`src/rtl/dbc_pkg.sv`:
```
// Shared types, constants and helpers for the dual button click/hold classifier.
package dbc_pkg;

    localparam int TIME_BITS = 32;
    localparam int CFG_BITS  = 16;
    localparam int ADDR_BITS = 4;
    localparam int DATA_BITS = 32;

    typedef logic [TIME_BITS-1:0] time_t;
    typedef logic [CFG_BITS-1:0]  cfg_ms_t;

    // register indexes (byte address = 4 * index)
    typedef enum logic [1:0] {
        REG_DEBOUNCE = 2'd0,
        REG_HOLD     = 2'd1,
        REG_GAP      = 2'd2,
        REG_DBL_EN   = 2'd3
    } reg_idx_t;

    localparam cfg_ms_t DEBOUNCE_RESET = 16'd50;
    localparam cfg_ms_t HOLD_RESET     = 16'd800;
    localparam cfg_ms_t GAP_RESET      = 16'd250;

    typedef struct packed {
        cfg_ms_t settle_ms;
        cfg_ms_t hold_ms;
        cfg_ms_t double_gap_ms;
        logic    double_click_enable;
    } cfg_t;

    typedef struct packed {
        logic       raw_prev;
        logic       stable;
        time_t      debounce_start;
        time_t      press_start;
        time_t      release_time;
        logic       held_down;
        logic [1:0] clicks;
    } btn_t;

    localparam btn_t BTN_RESET = '{
        raw_prev:       1'b1,
        stable:         1'b1,
        debounce_start: '0,
        press_start:    '0,
        release_time:   '0,
        held_down:      1'b0,
        clicks:         2'd0
    };

    // outcome of one lane, before it is mapped to a button-specific code
    typedef enum logic [1:0] {
        LANE_NONE   = 2'd0,
        LANE_CLICK  = 2'd1,
        LANE_HOLD   = 2'd2,
        LANE_DOUBLE = 2'd3
    } lane_ev_t;

    typedef enum logic [2:0] {
        EV_NONE         = 3'd0,
        EV_LEFT_CLICK   = 3'd1,
        EV_LEFT_HOLD    = 3'd2,
        EV_RIGHT_CLICK  = 3'd3,
        EV_RIGHT_HOLD   = 3'd4,
        EV_RIGHT_DOUBLE = 3'd5
    } event_t;

    function automatic time_t to_time(input logic [31:0] ms);
        to_time = TIME_BITS'(ms);
    endfunction

endpackage

```
`src/rtl/dbc_lane.sv`:
```
// One button lane: debounce, press timing and click/hold classification.
module dbc_lane (
    input  dbc_pkg::cfg_t     cfg,
    input  dbc_pkg::btn_t     cur,
    input  dbc_pkg::time_t    now,
    input  logic              raw,
    output dbc_pkg::btn_t     nxt,
    output dbc_pkg::lane_ev_t ev
);
    import dbc_pkg::*;

    time_t    db_start;
    time_t    db_elapsed;
    time_t    press_dur;
    time_t    gap_elapsed;
    logic     accept_lvl;
    logic     done_early;
    btn_t     upd;
    lane_ev_t early_ev;
    lane_ev_t resolved;

    assign db_start   = (raw != cur.raw_prev) ? now : cur.debounce_start;
    assign db_elapsed = now - db_start;
    assign accept_lvl = (db_elapsed > TIME_BITS'(cfg.settle_ms)) && (raw != cur.stable);
    assign press_dur  = now - cur.press_start;

    always_comb
    begin
        upd                = cur;
        upd.debounce_start = db_start;
        done_early         = 1'b0;
        early_ev           = LANE_NONE;
        if (accept_lvl)
        begin
            upd.stable = raw;
            if (!raw)
            begin
                upd.press_start = now;
                upd.held_down   = 1'b1;
                if (cur.clicks != 2'd3)
                begin
                    upd.clicks = cur.clicks + 2'd1;
                end
            end
            else if (cur.held_down)
            begin
                upd.held_down    = 1'b0;
                upd.release_time = now;
                if (press_dur >= TIME_BITS'(cfg.hold_ms))
                begin
                    upd.clicks = 2'd0;
                    early_ev   = LANE_HOLD;
                    done_early = 1'b1;
                end
                else if (!cfg.double_click_enable)
                begin
                    upd.clicks = 2'd0;
                    early_ev   = LANE_CLICK;
                    done_early = 1'b1;
                end
            end
        end
    end

    assign gap_elapsed = now - upd.release_time;

    // early exit keeps raw_prev and skips click resolution
    always_comb
    begin
        nxt = upd;
        if (!done_early)
        begin
            if (cfg.double_click_enable && !upd.held_down && (upd.clicks != 2'd0)
                && (gap_elapsed > TIME_BITS'(cfg.double_gap_ms)))
            begin
                nxt.clicks = 2'd0;
            end
            nxt.raw_prev = raw;
        end
    end

    always_comb
    begin
        resolved = LANE_NONE;
        if (!done_early && cfg.double_click_enable && !upd.held_down
            && (upd.clicks != 2'd0) && (gap_elapsed > TIME_BITS'(cfg.double_gap_ms)))
        begin
            resolved = (upd.clicks == 2'd1) ? LANE_CLICK : LANE_DOUBLE;
        end
    end

    assign ev = done_early ? early_ev : resolved;
endmodule

```
`src/rtl/dbc_merge.sv`:
```
// Merges the two lane outcomes into one event code; left has priority.
module dbc_merge (
    input  dbc_pkg::lane_ev_t left_ev,
    input  dbc_pkg::lane_ev_t right_ev,
    output dbc_pkg::event_t   event_code,
    output logic              right_commit
);
    import dbc_pkg::*;

    event_t left_code;
    event_t right_code;

    always_comb
    begin
        case (left_ev)
            LANE_CLICK: left_code = EV_LEFT_CLICK;
            LANE_HOLD:  left_code = EV_LEFT_HOLD;
            default:    left_code = EV_NONE;   // left double yields nothing
        endcase
    end

    always_comb
    begin
        case (right_ev)
            LANE_CLICK:  right_code = EV_RIGHT_CLICK;
            LANE_HOLD:   right_code = EV_RIGHT_HOLD;
            LANE_DOUBLE: right_code = EV_RIGHT_DOUBLE;
            default:     right_code = EV_NONE;
        endcase
    end

    assign right_commit = (left_code == EV_NONE);
    assign event_code   = right_commit ? right_code : left_code;
endmodule

```
`src/rtl/dual_button_click_hold_classifier.sv`:
```
// Dual button click/hold classifier top level: config port, lanes, merge and output register.
// Takes one poll per clock cycle while in_ready is high; the event for a poll appears in the
// output register the cycle after the poll beat is accepted. Both button lanes evaluate the
// poll in parallel in combinational compare-and-update logic against their stored state,
// and the merge gives the left button priority: when the left lane reports a click or hold,
// the right lane's state is not updated for that poll. A new poll is taken whenever the
// output register is empty or is being drained in the same cycle. Configuration is to be
// written through the APB port only while the block is idle; the block does not enforce it.
// Writing the double-click enable register clears both click counts.
module dual_button_click_hold_classifier (
    input  logic                            clk,
    input  logic                            rst_n,
    input  logic                            psel,
    input  logic                            penable,
    input  logic                            pwrite,
    input  logic [dbc_pkg::ADDR_BITS-1:0]   paddr,
    input  logic [dbc_pkg::DATA_BITS-1:0]   pwdata,
    output logic [dbc_pkg::DATA_BITS-1:0]   prdata,
    output logic                            pready,
    input  logic                            in_valid,
    output logic                            in_ready,
    input  logic [31:0]                     now_ms,
    input  logic                            left_level,
    input  logic                            right_level,
    output logic                            out_valid,
    input  logic                            out_ready,
    output logic [2:0]                      event_code
);
    import dbc_pkg::*;

    cfg_t     cfg_reg;
    cfg_t     cfg_next;
    btn_t     left_reg;
    btn_t     left_next;
    btn_t     right_reg;
    btn_t     right_next;
    btn_t     left_lane_nxt;
    btn_t     right_lane_nxt;
    lane_ev_t left_ev;
    lane_ev_t right_ev;
    event_t   merged_code;
    logic     right_commit;
    logic     out_valid_reg;
    logic     out_valid_next;
    event_t   event_code_reg;
    logic     in_beat;
    logic     cfg_wr;
    reg_idx_t wr_idx;
    reg_idx_t rd_idx;
    time_t    now_t;

    assign pready  = 1'b1;
    assign cfg_wr  = psel && penable && pwrite && pready;
    assign wr_idx  = reg_idx_t'(paddr[3:2]);
    assign rd_idx  = reg_idx_t'(paddr[3:2]);
    assign now_t   = to_time(now_ms);

    assign in_ready = !out_valid_reg || out_ready;
    assign in_beat  = in_valid && in_ready;

    always_comb
    begin
        unique case (rd_idx)
            REG_DEBOUNCE: prdata = DATA_BITS'(cfg_reg.settle_ms);
            REG_HOLD:     prdata = DATA_BITS'(cfg_reg.hold_ms);
            REG_GAP:      prdata = DATA_BITS'(cfg_reg.double_gap_ms);
            REG_DBL_EN:   prdata = DATA_BITS'(cfg_reg.double_click_enable);
            default:      prdata = '0;
        endcase
    end

    always_comb
    begin
        cfg_next = cfg_reg;
        if (cfg_wr)
        begin
            unique case (wr_idx)
                REG_DEBOUNCE: cfg_next.settle_ms           = pwdata[CFG_BITS-1:0];
                REG_HOLD:     cfg_next.hold_ms             = pwdata[CFG_BITS-1:0];
                REG_GAP:      cfg_next.double_gap_ms       = pwdata[CFG_BITS-1:0];
                REG_DBL_EN:   cfg_next.double_click_enable = pwdata[0];
                default:      cfg_next = cfg_reg;
            endcase
        end
    end

    dbc_lane u_left (
        .cfg (cfg_reg),
        .cur (left_reg),
        .now (now_t),
        .raw (left_level),
        .nxt (left_lane_nxt),
        .ev  (left_ev)
    );

    dbc_lane u_right (
        .cfg (cfg_reg),
        .cur (right_reg),
        .now (now_t),
        .raw (right_level),
        .nxt (right_lane_nxt),
        .ev  (right_ev)
    );

    dbc_merge u_merge (
        .left_ev      (left_ev),
        .right_ev     (right_ev),
        .event_code   (merged_code),
        .right_commit (right_commit)
    );

    always_comb
    begin
        left_next  = left_reg;
        right_next = right_reg;
        if (in_beat)
        begin
            left_next = left_lane_nxt;
            if (right_commit)
            begin
                right_next = right_lane_nxt;
            end
        end
        if (cfg_wr && (wr_idx == REG_DBL_EN))
        begin
            left_next.clicks  = 2'd0;
            right_next.clicks = 2'd0;
        end
    end

    always_comb
    begin
        out_valid_next = out_valid_reg;
        if (in_beat)
        begin
            out_valid_next = 1'b1;
        end
        else if (out_ready)
        begin
            out_valid_next = 1'b0;
        end
    end

    always_ff @(posedge clk or negedge rst_n)
    begin
        if (!rst_n)
        begin
            cfg_reg       <= '{settle_ms: DEBOUNCE_RESET, hold_ms: HOLD_RESET,
                               double_gap_ms: GAP_RESET, double_click_enable: 1'b0};
            left_reg      <= BTN_RESET;
            right_reg     <= BTN_RESET;
            out_valid_reg <= 1'b0;
        end
        else
        begin
            cfg_reg       <= cfg_next;
            left_reg      <= left_next;
            right_reg     <= right_next;
            out_valid_reg <= out_valid_next;
        end
    end

    always_ff @(posedge clk)
    begin
        if (in_beat)
        begin
            event_code_reg <= merged_code;
        end
    end

    assign out_valid  = out_valid_reg;
    assign event_code = event_code_reg;
endmodule

```
`config.mk`:
```
export PLATFORM = sky130hd
export DESIGN_NAME = dual_button_click_hold_classifier
export DESIGN_NICKNAME = d
export VERILOG_FILES = /design/src/rtl/dbc_pkg.sv /design/src/rtl/dbc_lane.sv /design/src/rtl/dbc_merge.sv /design/src/rtl/dual_button_click_hold_classifier.sv
export SDC_FILE = /design/constraint.sdc
export NUM_CORES = 1
export LEC_CHECK = 0
export ABC_AREA = 1
export BUFFER_PORTS_ARGS = -buffer_cell sky130_fd_sc_hd__buf_2
export CORE_ASPECT_RATIO = 0.8
export CORE_UTILIZATION = 40
export CTS_BUF_LIST = sky130_fd_sc_hd__clkbuf_4 sky130_fd_sc_hd__clkbuf_8 sky130_fd_sc_hd__clkbuf_16
export DETAILED_ROUTE_END_ITERATION = 10
export GPL_TIMING_DRIVEN = 0
export PLACE_DENSITY_LB_ADDON = 0.3
export SLEW_MARGIN = 20
export SYNTH_ARGS = -nofsm -noshare
export SYNTH_HDL_FRONTEND = slang
export SYNTH_SLANG_ARGS = --single-unit
export TNS_END_PERCENT = 20
```
`constraint.sdc`:
```
create_clock -name clk -period 11.2 [get_ports clk]
set_input_delay 0.56 -clock clk [delete_from_list [all_inputs] [get_ports clk]]
set_output_delay 0.56 -clock clk [all_outputs]
set_load 0.02 [all_outputs]
```
**After elaboration in Yosys (flattened, before gate mapping)**

Index checks and enable logic that the tools add are counted.

- Register bits after elaboration: 255
- Bits in latches: 0
- Bits in writable memories: 0
- Memory bits (read-only): 0
- Input port bits: 77
- Output and inout port bits: 38
- Logic and storage cells: 154
- Memories kept: 0

- Add/subtract/negate cells: 8
- Multipliers: 0
- Divide/modulo/power cells: 0
- Order comparisons: 6
- Eq/ne operators: 16
- Shift-type cells: 0
- Muxes and demuxes: 55
- Bitwise operators: 4
- Reductions and logical operators: 45

Operator list:

| cell | count |
|---|---|
| 32-bit subtractor | 6 |
| 35-bit 2-to-1 mux | 4 |
| 32-bit by 16-bit > comparator with 1-bit output | 4 |
| 32-bit 2-to-1 mux | 4 |
| 32-bit case mux with 4 select lines | 1 |
| 32-bit by 16-bit greater-or-equal comparator with 1-bit output | 2 |
| 2-bit 2-to-1 mux | 29 |
| 1-bit logical AND | 20 |
| 2-bit AND reduction | 8 |
| 1-bit 2-to-1 mux | 12 |
| 2-bit by 1-bit == test with 1-bit output (second input constant) | 5 |
| 2-bit == test (second input constant) | 5 |
| 2-bit nonzero test | 5 |
| 3-bit 2-to-1 mux | 3 |
| 3-bit case mux with 3 select lines | 1 |
| 3-bit AND reduction | 3 |
| 1-bit zero test | 5 |
| 2-bit by 1-bit adder with 2-bit output (second input constant) | 2 |
| 1-bit inequality test | 4 |
| 2-bit inequality test (second input constant) | 2 |
| 1-bit inverter | 4 |
| 2-bit case mux with 2 select lines | 1 |
| 4-bit AND reduction | 1 |
| 3-bit zero test | 1 |
| 2 further kinds | 2 |

**Logic depth before layout (Yosys ltp)**

Gate-level depths: netlist of run 1.

- Depth after elaboration: 19
- Depth in mapped cells: 71
- Depth with buffers taken out: 67

**Cells and area by module**

From an unflattened synthesis of run 1, not the netlist that was laid out.

- Cells, all modules: 4484
- Area, all modules: 27904.3 um^2

By module, submodules not included:

| module | times used | cells each | area each (um^2) | sequential area each (um^2) |
|---|---|---|---|---|
| dual_button_click_hold_classifier | 1 | 1162 | 10147.2 | 6416.2 |
| dbc_lane (u_right) | 1 | 1663 | 8909.8 | 0.0 |
| dbc_lane (u_left) | 1 | 1645 | 8775.9 | 0.0 |
| dbc_merge | 1 | 14 | 71.3 | 0.0 |

**Worst setup path before layout of run 1**

Ideal clock, no wire load.

- Path type: input to register
- From: input port left_level
- To: register right_reg[96] (netlist name)
- Setup time: 133 ps
- Data arrival time: 9006 ps
- Required time: 11067 ps
- Slack: 2062 ps
- Cell stages on the path: 62
- Path buffers: 9
- Cells stage by stage: inv_2 > nand2_2 > nand2_4 > buf_6 > inv_1 > clkbuf_1 > clkbuf_1 > nand2_1 > o21ai_0 > ha_1 > a21oi_1 > o21ai_1 > nor2_1 > nand2_2 > xor2_1 > ha_1 > nand2_1 > nor2_1 > (+26 left out) > nor3_1 > a221oi_1 > a31oi_1 > nor2_1 > nand2_1 > nor2_1 > nand3b_1 > nor2_1 > nand3_1 > a21oi_1 > ha_1 > inv_1 > nor2_1 > clkbuf_1 > nand2_1 > clkbuf_1 > clkbuf_1 > o21ai_0

- Word-level cells in the longest chain between the ends: 17
- Elaborated cells on any way between the ends: 31
- Classes of those cells: add/sub (2); order compare (2); eq/ne (5); mux (12); reduce/logical (10)

Ends and longest elaborated chain:

| what | line | source |
|---|---|---|
| start: declaration | dual_button_click_hold_classifier.sv:23 | `input logic left_level,` |
| branches (longest 12 deep; another with 32-bit subtractor) | n/a |  |
| 2-bit 2-to-1 mux * | dbc_lane.sv:92 | `assign ev = done_early ? early_ev : resolved;` |
| 2-bit == test or 2-bit by 1-bit == test with 1-bit output (tied branches) | dbc_merge.sv:15 | `case (left_ev)` |
| 2-bit case mux with 2 select lines * | dbc_merge.sv:15 |  |
| 3-bit zero test * | dbc_merge.sv:32 | `assign right_commit = (left_code == EV_NONE);` |
| 2-bit AND reduction (no line) * | n/a |  |
| end signal: assignment | dual_button_click_hold_classifier.sv:158 | `right_reg <= right_next;` |
| end: declaration | dual_button_click_hold_classifier.sv:35 | `btn_t right_reg;` |

Every way passes the cells marked *.
A chain may end at the register's enable or synchronous reset.

**Worst setup path after layout of run 1**

- From: register left_reg[100] (netlist name)
- To: register right_reg[96] (netlist name)

- Word-level cells in the longest chain between the ends: 17
- Elaborated cells on any way between the ends: 26
- Classes of those cells: add/sub (2); order compare (2); eq/ne (4); mux (8); reduce/logical (10)

Ends and longest elaborated chain:

| what | line | source |
|---|---|---|
| start: declaration | dual_button_click_hold_classifier.sv:33 | `btn_t left_reg;` |
| start signal: assignment | dual_button_click_hold_classifier.sv:157 | `left_reg <= left_next;` |
| 1-bit inequality test * | dbc_lane.sv:22 | `assign db_start = (raw != cur.raw_prev) ? now : cur.debounce_start;` |
| 32-bit 2-to-1 mux * | dbc_lane.sv:22 |  |
| 32-bit subtractor * | dbc_lane.sv:23 | `assign db_elapsed = now - db_start;` |
| 32-bit by 16-bit > comparator with 1-bit output * | dbc_lane.sv:24 | `assign accept_lvl = (db_elapsed > TIME_BITS'(cfg.settle_ms)) && (raw != cur.stable);` |
| 1-bit logical AND * | dbc_lane.sv:24 |  |
| branches (longest 7 deep; another with 32-bit subtractor) | n/a |  |
| 2-bit 2-to-1 mux * | dbc_lane.sv:92 |  |
| 2-bit == test or 2-bit by 1-bit == test with 1-bit output (tied branches) | dbc_merge.sv:15 |  |
| 2-bit case mux with 2 select lines * | dbc_merge.sv:15 |  |
| 3-bit zero test * | dbc_merge.sv:32 |  |
| 2-bit AND reduction (no line) * | n/a |  |

Marks and branches as above.

==> results of run 1 <==
## cell families after synthesis
logic type      Yosys count  share of synthesized area [%]
fa+ha+maj               262                           13.2
flops                   255                           25.6
simple gates           1678                           28.7
compound gates          851                           18.4
xor+xnor                122                           4.26
other cells               2                         0.0299
buf+inv                 622                           9.88
## what timing repair did
action                                  CTS  global route
buffers inserted                          0            17
pin swaps                                 1            15
endpoints found under the setup margin  104           101
cloned                                    0             1
hold buffers                              1             0
resized for setup                        46            63
endpoints found under the hold margin    39             0
## how the worst max path moves through the flow
stage                        from       endpoint  depth (start not counted)
finish              left_reg[100]  right_reg[96]                         59
global placement       left_level  right_reg[42]                         63
global route        left_reg[100]  right_reg[84]                         66
detailed placement     left_level  right_reg[42]                         63
CTS                 left_reg[100]  right_reg[39]                         67
floorplan              left_level  right_reg[96]                         62
## layout make-up
type	count	area share [%]
clock inverter	8	0.272
clock buffer	44	3.15
timing repair buffer	100	2.29
sequential	255	22.9
inverter	521	6.98
multi-input combinational	2930	58.5
tap	830	3.71
buffer	100	2.24
## per-stage QoR
stage          instance area (sq um)  hold WS, ns  instances  worst slack [ns]  util [%]
2_1_floorplan                  25100        0.264       3807              2.06         -
3_3_place_gp                   26600        0.460       4715             -2.01      43.2
3_5_place_dp                   26700        0.461       4718             -2.11      43.4
4_1_cts                        27800        0.207       4771            0.0297      45.1
5_1_grt                        28000        0.259       4788           0.00195      45.6
6_report                       28000        0.232       4788             0.667      45.6
## Yosys cell counts (10+ instances only)
library cell	number	share of area (%)
nand2_1	1011	15
inv_1	508	7.6
o21ai_0	430	8.6
a21oi_1	277	5.5
nor2_1	267	4.0
ha_1	258	13
dfrtp_1	236	24
nand3_1	161	3.2
xor2_1	87	3.0
clkbuf_1	68	1.0
nor3_1	59	1.2
nand4_1	45	1.1
nand2_2	40	1.0
xnor2_1	35	1.2
o21ai_1	28	0.56
nand3b_1	22	0.66
buf_4	21	0.63
o221ai_1	21	0.73
nand3_2	19	0.76
dfstp_2	16	1.7
nor2_2	14	0.35
a31oi_1	12	0.30
nor4_1	12	0.30
o21a_1	12	0.36
inv_2	11	0.16
a211oi_1	10	0.30
o21bai_1	10	0.30
## power by group
part / switching (uW) / internal, uW / total, uW
sequential: 174 / 1300 / 1470
combinational: 3770 / 2100 / 5860
clock: 424 / 565 / 989
total: 4360 / 3960 / 8320
## worst reg2reg max path: cells and delay by family (launching register included)
family,cells,cell delay (ns)
AO/OA/AOI/OAI,13,2.64
AND/OR/NAND/NOR,27,3.25
adder cells (fa/ha/maj),5,1.48
XOR/XNOR,2,0.51
buffers and inverters,12,1.99
flip-flops,1,0.54
## routing by layer
metal	part of all wire (%)	vias to the layer above	track usage (%)
met5	0.013	-	0
met4	4.2	2	10.3
met3	7.4	150	3.54
met2	41	873	41.7
met1	47	11987	41.1
li1	-	12773	-
==> impl_metrics.py, run 1 <==
metrics = {
    "worst_setup_path": {
        "cp_slowest_stage_delay_ns": 0.54,
        "r2r_cells": 59,
        "crit_slowest_cell": "dfstp_2",
        "r2r-start": "left_reg[100]",
        "cp_data_required_time_ns": 11.65,
        "reg2reg_slack_ns": 0.67,
        "worstPathArrival_ns": 10.98,
        "cp-start-kind": "flip-flop",
        "crit_buf_inv": 12,
        "cp_top_family": "simple AND/OR/NAND/NOR gates",
        "crit_type": "reg -> reg",
        "crit_path_frequent_cell": "nand2_1",
        "cp-end-kind": "flip-flop",
        "reg2reg_to": "right_reg[96]",
        "crit_fanout": 10,
    },
    "clock_network": {
        "clk_latency_ns": 0.60,
        "cts_sinks": 255,
        "h-tree-depth": 1,
        "clk_pin_slew_ns": 0.06,
        "tritoncts": "built",
        "cts_buffers": 29,
        "ctsRootBufferMaster": "clkbuf_16",
        "clock_path_buffers": 3,
    },
    "route": {
        "drt_iter0_markers": 2528,
        "vias": 25785,
        "drt-total-wl_mm": 89.7,
        "viasPerCell": 5.39,
        "drc": 0,
        "first_pass_iters": 6,
        "drtAntennaViolNets": 0,
        "avgRoutedWirePerCell_um": 18.7,
    },
    "power": {
        "power_density_nw_per_um2": 297,
        "leakagePower_uw": 0.0140,
        "worst_ir_drop_vdd_mv": 0.138,
        "finalPower_uw": 8320,
    },
    "layout": {
        "final_cell_mix": "nand2_1, inv_1, o21ai_0, a21oi_1, nor2_1",
        "multi_input_area_sq_um": 16400,
        "seqCellArea_sq_um": 6420,
        "drive_gt1_share_pct": 9.07,
        "antennaDiodeCount": 0,
        "mostFrequentLayoutCell": "nand2_1",
        "nNetsFinal": 4276,
        "area_growth_pct": 11.7,
        "num-fill-cells": 6478,
    },
    "logic_synthesis": {
        "synth-seq-area-share_pct": 25.6,
        "synth_edf_count": 3,
        "syn-mean-instance-area_sq_um": 6.62,
        "syn_area_sq_um": 25100,
        "synth.distinct_cells": 64,
        "synthFlopType": "dfrtp_1",
        "synth_cells": 3792,
        "yosys_warnings": 0,
        "ys_async_sr_fraction_pct": 98.8,
        "ys_ff_latch": 255,
    },
    "placed_design": {
        "dp_hpwl_mm": 71.8,
        "place_congestion": 1.00,
        "io_buffers": 78,
    },
    "floorplanning": {
        "ios": 115,
        "initial_core_util_pct": 40.8,
        "chipWidth_um": 282,
        "die_area_sq_um": 63700,
        "rows": 81,
        "die_y_um": 226,
        "core-area_sq_um": 61500,
    },
    "sta": {
        "fin_crit_sh_pct": 94.0,
        "grt_setup_unrepaired": "no",
        "hold_viol": 0,
        "worst_pin_slew_ns": 0.998,
        "fin_crit_ns": 10.53,
        "max-slew-margin-rel_pct": 32.8,
        "drv_slew": 0,
        "clock_skew_ns": 0.0311,
        "tns_ns": 0,
        "finalSetupViolCount": 0,
        "fmax_mhz": 94.9,
    },
    "worst_hold_path": {
        "min_to": "cfg_reg[6]",
        "worstHoldPathCells": 3,
        "hp-start": "pwdata[5]",
        "hold_path_class": "in -> reg",
    },
    "global_route": {
        "grt_usage_pct": 28.0,
        "grt_max_degree": 79,
        "grt_pass1_wl_mm": 137,
        "grt_overflow_total": 0,
        "antenna_found_initial": 2,
        "grt_pass1_vias": 23523,
    },
    "outcome": {
        "status": "completed",
    },
    "job": {
        "maxCapViolations": 0,
    },
}
No activity file was read; power rests on OpenSTA's default activity.
==> run 2: changes to the inputs <==
--- a/config.mk
+++ b/config.mk
@@ -14,4 +14,5 @@
 export GPL_TIMING_DRIVEN = 0
 export PLACE_DENSITY_LB_ADDON = 0.3
+export SKIP_CTS_REPAIR_TIMING = 1
 export SLEW_MARGIN = 20
 export SYNTH_ARGS = -nofsm -noshare
==> constraint.sdc (replaced) <==
create_clock -name clk -period 11.2 [get_ports clk]
set_input_delay 1.12 -clock clk [delete_from_list [all_inputs] [get_ports clk]]
set_output_delay 1.12 -clock clk [all_outputs]
set_load 0.02 [all_outputs]
==> run 2 against run 1 <==
- global-route usage is 0.059 points lower
- routed wire length down 0.33%
- sequential power about the same
- clock power hardly changed
- via count rose by 0.13%
- clock skew grew 0.0030 ns
- final area down 0.13%
- core utilization down 0.059 points
- worst hold slack better by 0.16 ns
- sequential share of layout area about the same
- critical endpoint unchanged
- highest routed layer unchanged
==> impl_metrics.py, run 2 (same netlist as run 1, synthesis figures left out) <==
metrics = {
    "outcome": {
        "status": "completed",
    },
    "worst_setup_path": {
        "cp_top_family": "simple AND/OR/NAND/NOR gates",
        "cp_slowest_stage_delay_ns": 0.52,
        "crit_path_frequent_cell": "nand2_1",
        "reg2reg_slack_ns": 0.79,
        "crit_type": "in -> reg",
        "cp-start-kind": "primary input",
        "crit_slowest_cell": "buf_2",
        "cp-end-kind": "flip-flop",
        "crit_buf_inv": 11,
        "worstPathArrival_ns": 11.08,
        "cp_data_required_time_ns": 11.65,
        "crit_fanout": 10,
    },
    "route": {
        "drt_iter0_markers": 2471,
        "avgRoutedWirePerCell_um": 18.7,
        "viasPerCell": 5.40,
        "vias": 25818,
        "drc": 0,
        "drt-total-wl_mm": 89.4,
        "drtAntennaViolNets": 0,
        "first_pass_iters": 5,
    },
    "layout": {
        "final_cell_mix": "nand2_1, inv_1, o21ai_0, a21oi_1, nor2_1",
        "area_growth_pct": 11.6,
        "mostFrequentLayoutCell": "nand2_1",
        "final_util_pct": 45.5,
        "num-fill-cells": 6476,
        "antennaDiodeCount": 0,
        "drive_gt1_share_pct": 9.04,
        "nNetsFinal": 4269,
    },
    "sta": {
        "clock_skew_ns": 0.0340,
        "finalSetupViolCount": 0,
        "tns_ns": 0,
        "worst_pin_slew_ns": 0.969,
        "hold_viol": 0,
        "grt_setup_unrepaired": "yes",
        "fmax_mhz": 94.1,
        "max-slew-margin-rel_pct": 34.9,
        "fin_crit_ns": 10.63,
        "drv_slew": 0,
        "fin_crit_sh_pct": 94.9,
    },
    "floorplanning": {
        "rows": 81,
        "initial_core_util_pct": 40.8,
        "die_area_sq_um": 63700,
        "ios": 115,
        "core-area_sq_um": 61500,
        "die_y_um": 226,
        "chipWidth_um": 282,
    },
    "global_route": {
        "grt_pass1_vias": 23466,
        "grt_overflow_total": 0,
        "grt_pass1_wl_mm": 136,
        "grt_usage_pct": 28.0,
        "antenna_found_initial": 2,
        "grt_max_degree": 79,
    },
    "clock_network": {
        "cts_sinks": 255,
        "cts_buffers": 29,
        "h-tree-depth": 1,
        "tritoncts": "built",
        "clk_pin_slew_ns": 0.07,
        "clock_path_buffers": 3,
        "ctsRootBufferMaster": "clkbuf_16",
        "clk_latency_ns": 0.60,
    },
    "power": {
        "leakagePower_uw": 0.0140,
        "p_sw_share_pct": 52.4,
        "power_density_nw_per_um2": 297,
        "power.switching_uw": 4360,
        "p_seq_share_pct": 17.7,
        "combPwrFrac_pct": 70.4,
        "p_int_uw": 3960,
        "clockPowerShare_pct": 11.9,
        "worst_ir_drop_vdd_mv": 0.138,
    },
    "job": {
        "maxCapViolations": 0,
    },
    "placed_design": {
        "place_congestion": 1.00,
        "dp_hpwl_mm": 71.8,
        "io_buffers": 78,
    },
    "worst_hold_path": {
        "hold_path_class": "in -> async",
    },
}
-- run 2: power by group through the flow --
stage / clock network (uW) / logic (uW) / registers (uW)
after global placement: 0 / 5550 / 1470
after global routing: 1040 / 6610 / 1510
after CTS: 1000 / 5650 / 1470
after detailed placement: 0 / 5620 / 1480
final: 989 / 5850 / 1470
after floorplan: 0 / 4250 / 1440
-- run 2: metal layers --
metal | wire, um | GRT usage [%] | vias up
li1 | - | - | 12763
met1 | 42000 | 41.1 | 11975
met2 | 36600 | 41.5 | 929
met3 | 7030 | 3.49 | 149
met4 | 3770 | 10.2 | 2
met5 | 12 | 0 | -
-- run 2: final timing paths --
kind | start | endpoint | cells after the start
worst max-delay path | now_ms[10] | right_reg[96] | 59
worst min-delay path | rst_n | left_reg[48] | 1
worst max register to register | left_reg[100] | right_reg[96] | 62
worst min register to register | right_reg[92] | right_reg[92] | 2
max in group asynchronous | rst_n | cfg_reg[25] | 3
min in group clk | right_reg[92] | right_reg[92] | 2
-- run 2: layout make-up --
class / count / area [sq um] / share of cell area (%)
inverters: 521 / 1960 / 6.99
flip-flops and latches: 255 / 6420 / 22.9
repair buffers: 94 / 593 / 2.12
well taps: 830 / 1040 / 3.71
clock inverters: 8 / 76.3 / 0.273
plain buffers: 99 / 613 / 2.19
clock buffers: 44 / 882 / 3.15
multi-input cells: 2930 / 16400 / 58.6
-- run 2: metrics by stage --
| step | hold slack, ns | instance area, sq um | std cells | worst slack [ns] | total power, uW |
|---|---|---|---|---|---|
| floorplan | 0.446 | 25100 | 3807 | 1.50 | 5690 |
| global placement | 0.460 | 26600 | 4715 | -2.57 | 7030 |
| detailed placement | 0.468 | 26700 | 4718 | -2.67 | 7100 |
| CTS | 0.378 | 27600 | 4770 | -2.06 | 8130 |
| global route | 0.413 | 28000 | 4781 | -0.0489 | 9160 |
| finish | 0.390 | 28000 | 4781 | 0.574 | 8310 |
